[src/rtl/mbrfv_pkg.sv]
// types and constants of the request frame validator
`timescale 1ns / 1ps

package mbrfv_pkg;

	// result kinds
	localparam logic KIND_PAYLOAD = 1'b0;
	localparam logic KIND_SUMMARY = 1'b1;

	// summary status codes
	typedef enum logic [2:0] {
		ST_OK          = 3'd0,
		ST_BAD_LENGTH  = 3'd1,
		ST_BAD_QTY     = 3'd2,
		ST_BAD_COIL    = 3'd3,
		ST_BC_MISMATCH = 3'd4,
		ST_LEN_MISMATCH = 3'd5,
		ST_UNSUPPORTED = 3'd6
	} status_t;

	// function codes
	localparam logic [7:0] FN_READ_COILS    = 8'd1;
	localparam logic [7:0] FN_READ_DISCRETE = 8'd2;
	localparam logic [7:0] FN_READ_INPUTS   = 8'd4;
	localparam logic [7:0] FN_WRITE_COIL    = 8'd5;
	localparam logic [7:0] FN_WRITE_REG     = 8'd6;
	localparam logic [7:0] FN_WRITE_COILS   = 8'd15;
	localparam logic [7:0] FN_WRITE_REGS    = 8'd16;

	// quantity limits and fixed values
	localparam logic [15:0] MAX_READ_BITS  = 16'd2000;
	localparam logic [15:0] MAX_READ_REGS  = 16'd125;
	localparam logic [15:0] MAX_WRITE_BITS = 16'd1968;
	localparam logic [15:0] MAX_WRITE_REGS = 16'd123;
	localparam logic [15:0] COIL_ON        = 16'hFF00;

	// frame lengths, compared at a width that holds overhead plus byte count
	localparam int CMP_W = 10;
	localparam logic [CMP_W-1:0] LEN_SINGLE     = 10'd8;
	localparam logic [CMP_W-1:0] LEN_MIN_COILS  = 10'd10;
	localparam logic [CMP_W-1:0] LEN_MIN_REGS   = 10'd11;
	localparam logic [CMP_W-1:0] FRAME_OVERHEAD = 10'd9;

	// byte positions within a frame
	localparam int POS_FUNC       = 1;
	localparam int POS_ADDR_HI    = 2;
	localparam int POS_ADDR_LO    = 3;
	localparam int POS_COUNT_HI   = 4;
	localparam int POS_COUNT_LO   = 5;
	localparam int POS_DATA_BYTES = 6;
	localparam int POS_PAYLOAD    = 7;

	// header fields latched from a frame
	typedef struct packed {
		logic [7:0]  func;
		logic [15:0] addr;
		logic [15:0] count;
		logic [7:0]  data_bytes;
	} frame_t;

endpackage

[src/rtl/modbus_request_frame_validator.sv]
// top level of the request frame validator
`timescale 1ns / 1ps

// Request frame validator: takes frame bytes on the req channel and gives
// payload and summary results on the res channel, both valid/stall.
// A req beat carries one frame byte with first_byte on the slave id byte and
// last_byte on the final CRC byte. Write-multiple functions give one payload
// beat per coil byte (15) or per register word (16); the last byte gives one
// summary beat with the status and the latched header fields. Payload beats
// mean something only when the summary of their frame reports ok.
// A byte is held in the input register once accepted; its result is loaded
// from there into the result register, which drives the res channel.
// Throughput: one byte per cycle while the result channel is not stalled, set
// by the single pass from input register through the header update and
// checks into the result register.
// Reset clears the frame state and the valid bits of both registers; the next
// byte starts a frame. A stalled result holds; the input register still takes
// one more byte and req_stall rises only while both registers are full.

module modbus_request_frame_validator #(
	parameter int MAX_FRAME_BYTES = 256
) (
	input  logic        clk,
	input  logic        arst_n,
	input  logic        req_valid,
	output logic        req_stall,
	input  logic [7:0]  frame_byte,
	input  logic        first_byte,
	input  logic        last_byte,
	output logic        res_valid,
	input  logic        res_stall,
	output logic        result_kind,
	output logic [2:0]  status,
	output logic [7:0]  func_code,
	output logic [15:0] first_address,
	output logic [15:0] count_or_value,
	output logic [7:0]  declared_bytes,
	output logic [15:0] payload_value,
	output logic [7:0]  payload_index
);
	import mbrfv_pkg::*;

	localparam int PW = $clog2(MAX_FRAME_BYTES + 1);

	// input register
	logic        valid_s1;
	logic [7:0]  byte_s1;
	logic        first_s1;
	logic        last_s1;

	// frame state
	frame_t      frame_q;
	logic [PW-1:0] pos_q;
	logic [7:0]  pend_q;
	logic [7:0]  pcnt_q;

	// result register
	logic        res_valid_q;
	logic        kind_q;
	status_t     status_q;
	frame_t      res_frame_q;
	logic [15:0] pval_q;
	logic [7:0]  pidx_q;

	// next-state signals
	frame_t      base_frame, nxt_frame;
	logic [PW-1:0] base_pos, nxt_pos;
	logic [7:0]  base_pend, nxt_pend;
	logic [7:0]  base_pcnt, nxt_pcnt;
	logic        multi;
	logic [CMP_W-1:0] off;
	logic        pay_hit;
	logic [15:0] pay_val;
	logic [7:0]  pay_idx;
	status_t     sum_status;
	logic        advance;
	logic        consume;

	// handshake
	assign advance   = !res_valid_q || !res_stall;
	assign consume   = valid_s1 && advance;
	assign req_stall = valid_s1 && !advance;

	// input register
	always_ff @(posedge clk or negedge arst_n) begin
		if (!arst_n) begin
			valid_s1 <= 1'b0;
		end else if (!req_stall) begin
			valid_s1 <= req_valid;
		end
	end

	always_ff @(posedge clk) begin
		if (!req_stall && req_valid) begin
			byte_s1  <= frame_byte;
			first_s1 <= first_byte;
			last_s1  <= last_byte;
		end
	end

	// header latching and payload assembly for the byte in the input register
	always_comb begin
		base_frame = first_s1 ? '0 : frame_q;
		base_pos   = first_s1 ? '0 : pos_q;
		base_pend  = first_s1 ? '0 : pend_q;
		base_pcnt  = first_s1 ? '0 : pcnt_q;
		nxt_frame  = base_frame;
		nxt_pos    = base_pos;
		nxt_pend   = base_pend;
		nxt_pcnt   = base_pcnt;
		multi      = (base_frame.func == FN_WRITE_COILS) ||
		             (base_frame.func == FN_WRITE_REGS);
		off        = CMP_W'(base_pos) - CMP_W'(POS_PAYLOAD);
		pay_hit    = 1'b0;
		pay_val    = '0;
		pay_idx    = base_pcnt;
		if (base_pos < PW'(MAX_FRAME_BYTES)) begin
			case (base_pos)
				PW'(POS_FUNC):       nxt_frame.func = byte_s1;
				PW'(POS_ADDR_HI):    nxt_frame.addr[15:8] = byte_s1;
				PW'(POS_ADDR_LO):    nxt_frame.addr[7:0] = byte_s1;
				PW'(POS_COUNT_HI):   nxt_frame.count[15:8] = byte_s1;
				PW'(POS_COUNT_LO):   nxt_frame.count[7:0] = byte_s1;
				PW'(POS_DATA_BYTES): begin
					if (multi)
						nxt_frame.data_bytes = byte_s1;
				end
				default: begin
					if (base_pos >= PW'(POS_PAYLOAD) && multi &&
					    off < CMP_W'(base_frame.data_bytes)) begin
						if (base_frame.func == FN_WRITE_COILS) begin
							pay_hit  = 1'b1;
							pay_val  = {8'd0, byte_s1};
							nxt_pcnt = base_pcnt + 8'd1;
						end else if (!off[0]) begin
							nxt_pend = byte_s1;
						end else begin
							pay_hit  = 1'b1;
							pay_val  = {base_pend, byte_s1};
							nxt_pcnt = base_pcnt + 8'd1;
						end
					end
				end
			endcase
			nxt_pos = base_pos + PW'(1);
		end
	end

	// end-of-frame checks
	mbrfv_check #(
		.LEN_W(PW)
	) u_check (
		.fields   (nxt_frame),
		.frame_len(nxt_pos),
		.status   (sum_status)
	);

	// frame state, cleared after the last byte
	always_ff @(posedge clk or negedge arst_n) begin
		if (!arst_n) begin
			frame_q <= '0;
			pos_q   <= '0;
			pend_q  <= '0;
			pcnt_q  <= '0;
		end else if (consume) begin
			if (last_s1) begin
				frame_q <= '0;
				pos_q   <= '0;
				pend_q  <= '0;
				pcnt_q  <= '0;
			end else begin
				frame_q <= nxt_frame;
				pos_q   <= nxt_pos;
				pend_q  <= nxt_pend;
				pcnt_q  <= nxt_pcnt;
			end
		end
	end

	// result register valid
	always_ff @(posedge clk or negedge arst_n) begin
		if (!arst_n) begin
			res_valid_q <= 1'b0;
		end else if (advance) begin
			res_valid_q <= valid_s1 && (last_s1 || pay_hit);
		end
	end

	// result register payload
	always_ff @(posedge clk) begin
		if (consume && (last_s1 || pay_hit)) begin
			res_frame_q <= nxt_frame;
			if (last_s1) begin
				kind_q   <= KIND_SUMMARY;
				status_q <= sum_status;
				pval_q   <= '0;
				pidx_q   <= '0;
			end else begin
				kind_q   <= KIND_PAYLOAD;
				status_q <= ST_OK;
				pval_q   <= pay_val;
				pidx_q   <= pay_idx;
			end
		end
	end

	// outputs
	assign res_valid      = res_valid_q;
	assign result_kind    = kind_q;
	assign status         = status_q;
	assign func_code      = res_frame_q.func;
	assign first_address  = res_frame_q.addr;
	assign count_or_value = res_frame_q.count;
	assign declared_bytes = res_frame_q.data_bytes;
	assign payload_value  = pval_q;
	assign payload_index  = pidx_q;

endmodule

[src/rtl/mbrfv_check.sv]
// end-of-frame checks: length, quantity, coil value, byte count
`timescale 1ns / 1ps

module mbrfv_check #(
	parameter int LEN_W = 9
) (
	input  mbrfv_pkg::frame_t  fields,
	input  logic [LEN_W-1:0]   frame_len,
	output mbrfv_pkg::status_t status
);
	import mbrfv_pkg::*;

	logic [CMP_W-1:0] len;
	logic [CMP_W-1:0] exp_len;
	logic [15:0]      q;
	logic             q_zero;
	logic [15:0]      read_lim;
	logic [13:0]      coil_bytes;
	logic [16:0]      reg_bytes;

	// derived quantities
	always_comb begin
		len        = CMP_W'(frame_len);
		q          = fields.count;
		q_zero     = (q == 16'd0);
		read_lim   = (fields.func <= FN_READ_DISCRETE) ? MAX_READ_BITS : MAX_READ_REGS;
		coil_bytes = 14'((17'(q) + 17'd7) >> 3);
		reg_bytes  = {q, 1'b0};
		exp_len    = FRAME_OVERHEAD + CMP_W'(fields.data_bytes);
	end

	// checks in priority order per function
	always_comb begin
		status = ST_UNSUPPORTED;
		if (fields.func inside {[FN_READ_COILS:FN_READ_INPUTS]}) begin
			if (len != LEN_SINGLE)
				status = ST_BAD_LENGTH;
			else if (q_zero || q > read_lim)
				status = ST_BAD_QTY;
			else
				status = ST_OK;
		end else if (fields.func == FN_WRITE_COIL) begin
			if (len != LEN_SINGLE)
				status = ST_BAD_LENGTH;
			else if (!q_zero && q != COIL_ON)
				status = ST_BAD_COIL;
			else
				status = ST_OK;
		end else if (fields.func == FN_WRITE_REG) begin
			status = (len != LEN_SINGLE) ? ST_BAD_LENGTH : ST_OK;
		end else if (fields.func == FN_WRITE_COILS) begin
			if (len < LEN_MIN_COILS)
				status = ST_BAD_LENGTH;
			else if (q_zero || q > MAX_WRITE_BITS)
				status = ST_BAD_QTY;
			else if (14'(fields.data_bytes) != coil_bytes)
				status = ST_BC_MISMATCH;
			else if (len != exp_len)
				status = ST_LEN_MISMATCH;
			else
				status = ST_OK;
		end else if (fields.func == FN_WRITE_REGS) begin
			if (len < LEN_MIN_REGS)
				status = ST_BAD_LENGTH;
			else if (q_zero || q > MAX_WRITE_REGS)
				status = ST_BAD_QTY;
			else if (17'(fields.data_bytes) != reg_bytes)
				status = ST_BC_MISMATCH;
			else if (len != exp_len)
				status = ST_LEN_MISMATCH;
			else
				status = ST_OK;
		end
	end

endmodule

[config.mk]
export PLATFORM = sky130hd
export DESIGN_NAME = modbus_request_frame_validator
export DESIGN_NICKNAME = d
export VERILOG_FILES = /design/src/rtl/mbrfv_pkg.sv /design/src/rtl/modbus_request_frame_validator.sv /design/src/rtl/mbrfv_check.sv
export SDC_FILE = /design/constraint.sdc
export NUM_CORES = 1
export LEC_CHECK = 0
export BUFFER_PORTS_ARGS = -buffer_cell sky130_fd_sc_hd__clkbuf_2
export CAP_MARGIN = 20
export CORE_AREA = 2 2 126 128
export DETAILED_ROUTE_END_ITERATION = 8
export DIE_AREA = 0 0 128 130
export MAX_ROUTING_LAYER = met4
export PLACE_DENSITY = 0.8
export SYNTH_ARGS = -nofsm -noshare
export SYNTH_HDL_FRONTEND = slang
export SYNTH_SLANG_ARGS = --single-unit
export TNS_END_PERCENT = 10
[constraint.sdc]
create_clock -name clk -period 9.65 [get_ports clk]
set_clock_uncertainty 0.05 [all_clocks]
set_input_delay 0.4825 -clock clk [delete_from_list [all_inputs] [get_ports clk]]
set_output_delay 0.4825 -clock clk [all_outputs]
set_load 0.02 [all_outputs]
==> out/qor.yml <==
row_count: 46
placed_cells: 1141
layout_min_cycle_time_ps: 5080
cts-resized-gates: 0
cts_sinks: 161
synth_area_per_cell_um2: 9.87
hold_start: "first_byte"
yosysWarnings: 0
cellLeakagePower_nw: 4.30
drv_cap: 0
r2r-start: "pos_q[1]"
min_path_cells: 1
synth_top_area_share_pct: 28.8
grt_remaining_overflow: 0
syn_inst: 908
synth_cell_types: 74
rsz0062_at_grt: "no"
end_kind: "flop"
post_drt_wl_per_cell_um: 20.1
grt_pass1_wl_um: 37000
slew_viol_final: 0
fill_cells: 1192
routed_wl_um: 23600
pin_count: 92
numCtsBuffers: 17
ir_drop_v: 0.000132
dr.pass1.iters: 5
cts.path.max_buffers: 2
die_w_um: 128
die_area_um2: 16600
power_mw: 1.65
initial_core_util_pct: 58.1
hold_path.class: "input port to flop"
r2r_end: "payload_index[7]"
antenna_found_initial: 0
clock_latency_ps: 430
grt_pass1_vias: 7029
cts_root_buf: "clkbuf_16"
drt_iter0_markers: 1029
fp.dieH_um: 130
worst_slew_pin_slew_ps: 1070
yosysTopAreaCell: "edfxtp_1"
drc: 0
r2r_setup_slack_ps: 4570
power.density_nw_per_um2: 164
port-buffer-count: 91
worstPathRequired_ps: 9660
drive_gt1_share_pct: 17.7
areaGrowthSynthToFinish_pct: 12.9
ant_nets: 0
fmax_ghz: 0.197
layout.nets: 1001
ys_ff_latch: 161
finalHoldViolCount: 0
rr_worst_depth: 13
synth-seq-area-share_pct: 49.8
coreArea_um2: 15400
ctsHtreeMaxLevel: 4
cp_data_arrival_time_ps: 5090
synth-edff-count: 86
num_vias: 7389
outcome: "complete, no violations"
whs_endpoint: "first_s1"
post-route-period-util_pct: 52.7
synth_area_leaders: "edfxtp_1 (29%), dfrtp_1 (21%), nand2_1 (3.8%)"
routabilityCongestion: 0.996
fin_setup_tns_ps: 0
worstPathMaxFanout: 68
syn-num-nets: 939
final_cell_area_um2: 10100
slew_headroom_pct: 28.7
clkTransAtPathRegs_ps: 70
netlist_area_um2: 8960
fin_cells: 1175
path_class: "flop to flop"
fin_util_pct: 65.6
layout_common_cells: "nand2_1 (90), clkbuf_2 (90), edfxtp_1 (86)"
startpoint_type: "flop"
grt_max_degree: 76
grt_usage_pct: 29.9
async_flop_share_pct: 46.6
ys.flop_type: "edfxtp_1"
cts_tree: "built"
setup_viol: 0
vias_per_cell: 6.29
antenna_cells: 0
dp_hpwl_um: 15500
place_area_um2: 9500
-- repair_timing --
item                                   CTS  global route
endpoints found under the hold margin    0             4
setup buffers                            0             0
hold buffers                             0             1
-- critical path, cell delays in order (launching register included) --
cell	delay, ps
dfrtp_1	630
and3_1	320
nor3_1	280
nand2_1	180
xor2_1	180
nand2_1	80
ha_1	320
a211oi_1	210
nand2_1	270
a311oi_1	700
and2_1	270
nor2_1	110
nor2_4	290
buf_4	760
-- worst max-delay path by stage --
stage	from	end	slack [ps]	depth (start not counted)
after floorplan	first_s1	count_or_value[0]	2260	15
after global placement	first_s1	declared_bytes[1]	4760	15
after detailed placement	pos_q[1]	declared_bytes[1]	4660	13
after CTS	first_s1	declared_bytes[3]	4640	15
after global routing	pos_q[1]	payload_value[1]	4220	13
final	pos_q[1]	payload_index[7]	4570	13
-- kinds of logic after synthesis --
| kind of cell | share of synthesized area, % |
|---|---|
| AND/OR/NAND/NOR | 21.3 |
| AO/OA/AOI/OAI | 14.7 |
| flip-flops | 49.8 |
| buffers and inverters | 4.86 |
| XOR/XNOR | 3.70 |
| multiplexers | 3.25 |
| adder cells (fa/ha/maj) | 2.37 |
-- state kept, by name, indices dropped and copies added (netlist names), 9 cells and up --
register        cells
payload_value      16
count_or_value     16
first_address      16
frame_q            48
pos_q               9
-- per-layer routing --
layer | share of wire [%] | wire length, um | global-route usage, % | up-vias
li1 | - | - | - | 3405
met2 | 49 | 11600 | 48.3 | 368
met4 | 2.7 | 644 | 11.7 | 0
met3 | 7.5 | 1780 | 5.45 | 68
met5 | 0 | 0 | - | -
met1 | 40 | 9530 | 37.9 | 3548
-- metrics by stage --
step,hold WS [ps],setup slack [ps]
floorplan,137,2260
global placement,404,4760
detailed placement,415,4660
CTS,156,4640
global route,163,4220
finish,169,4570
-- report_power, final --
group          internal (mW)  switching (mW)  total (mW)
sequential             0.755          0.0287       0.784
combinational         0.0590           0.135       0.194
clock                  0.386           0.290       0.676
total                   1.20           0.454        1.65
-- Yosys cell counts (all sizes together), types with 6 or more instances --
cell type	number
nand3	29
nor4	26
clkbuf	47
xnor2	23
a31oi	7
a21o	9
or4	9
nand2	93
mux2i	23
nor2	69
nand2b	12
or3	9
a22o	34
nor3	22
xor2	14
nor2b	27
and3	10
edfxtp	86
inv	50
buf	12
ha	17
nand4	9
a211oi	6
a21oi	39
dfrtp	75
nor3b	8
o21ai	65
and2	18
a31o	8
-- area by class of cell --
cell class	count	area, um2	area share, %
flip-flops and latches	161	4460	44.1
multi-input cells	638	4090	40.4
repair buffers	102	556	5.49
clock buffers	19	433	4.28
well taps	192	240	2.38
inverters	50	188	1.86
clock inverters	13	149	1.47
Note: power is estimated with default switching activity, not from simulation.
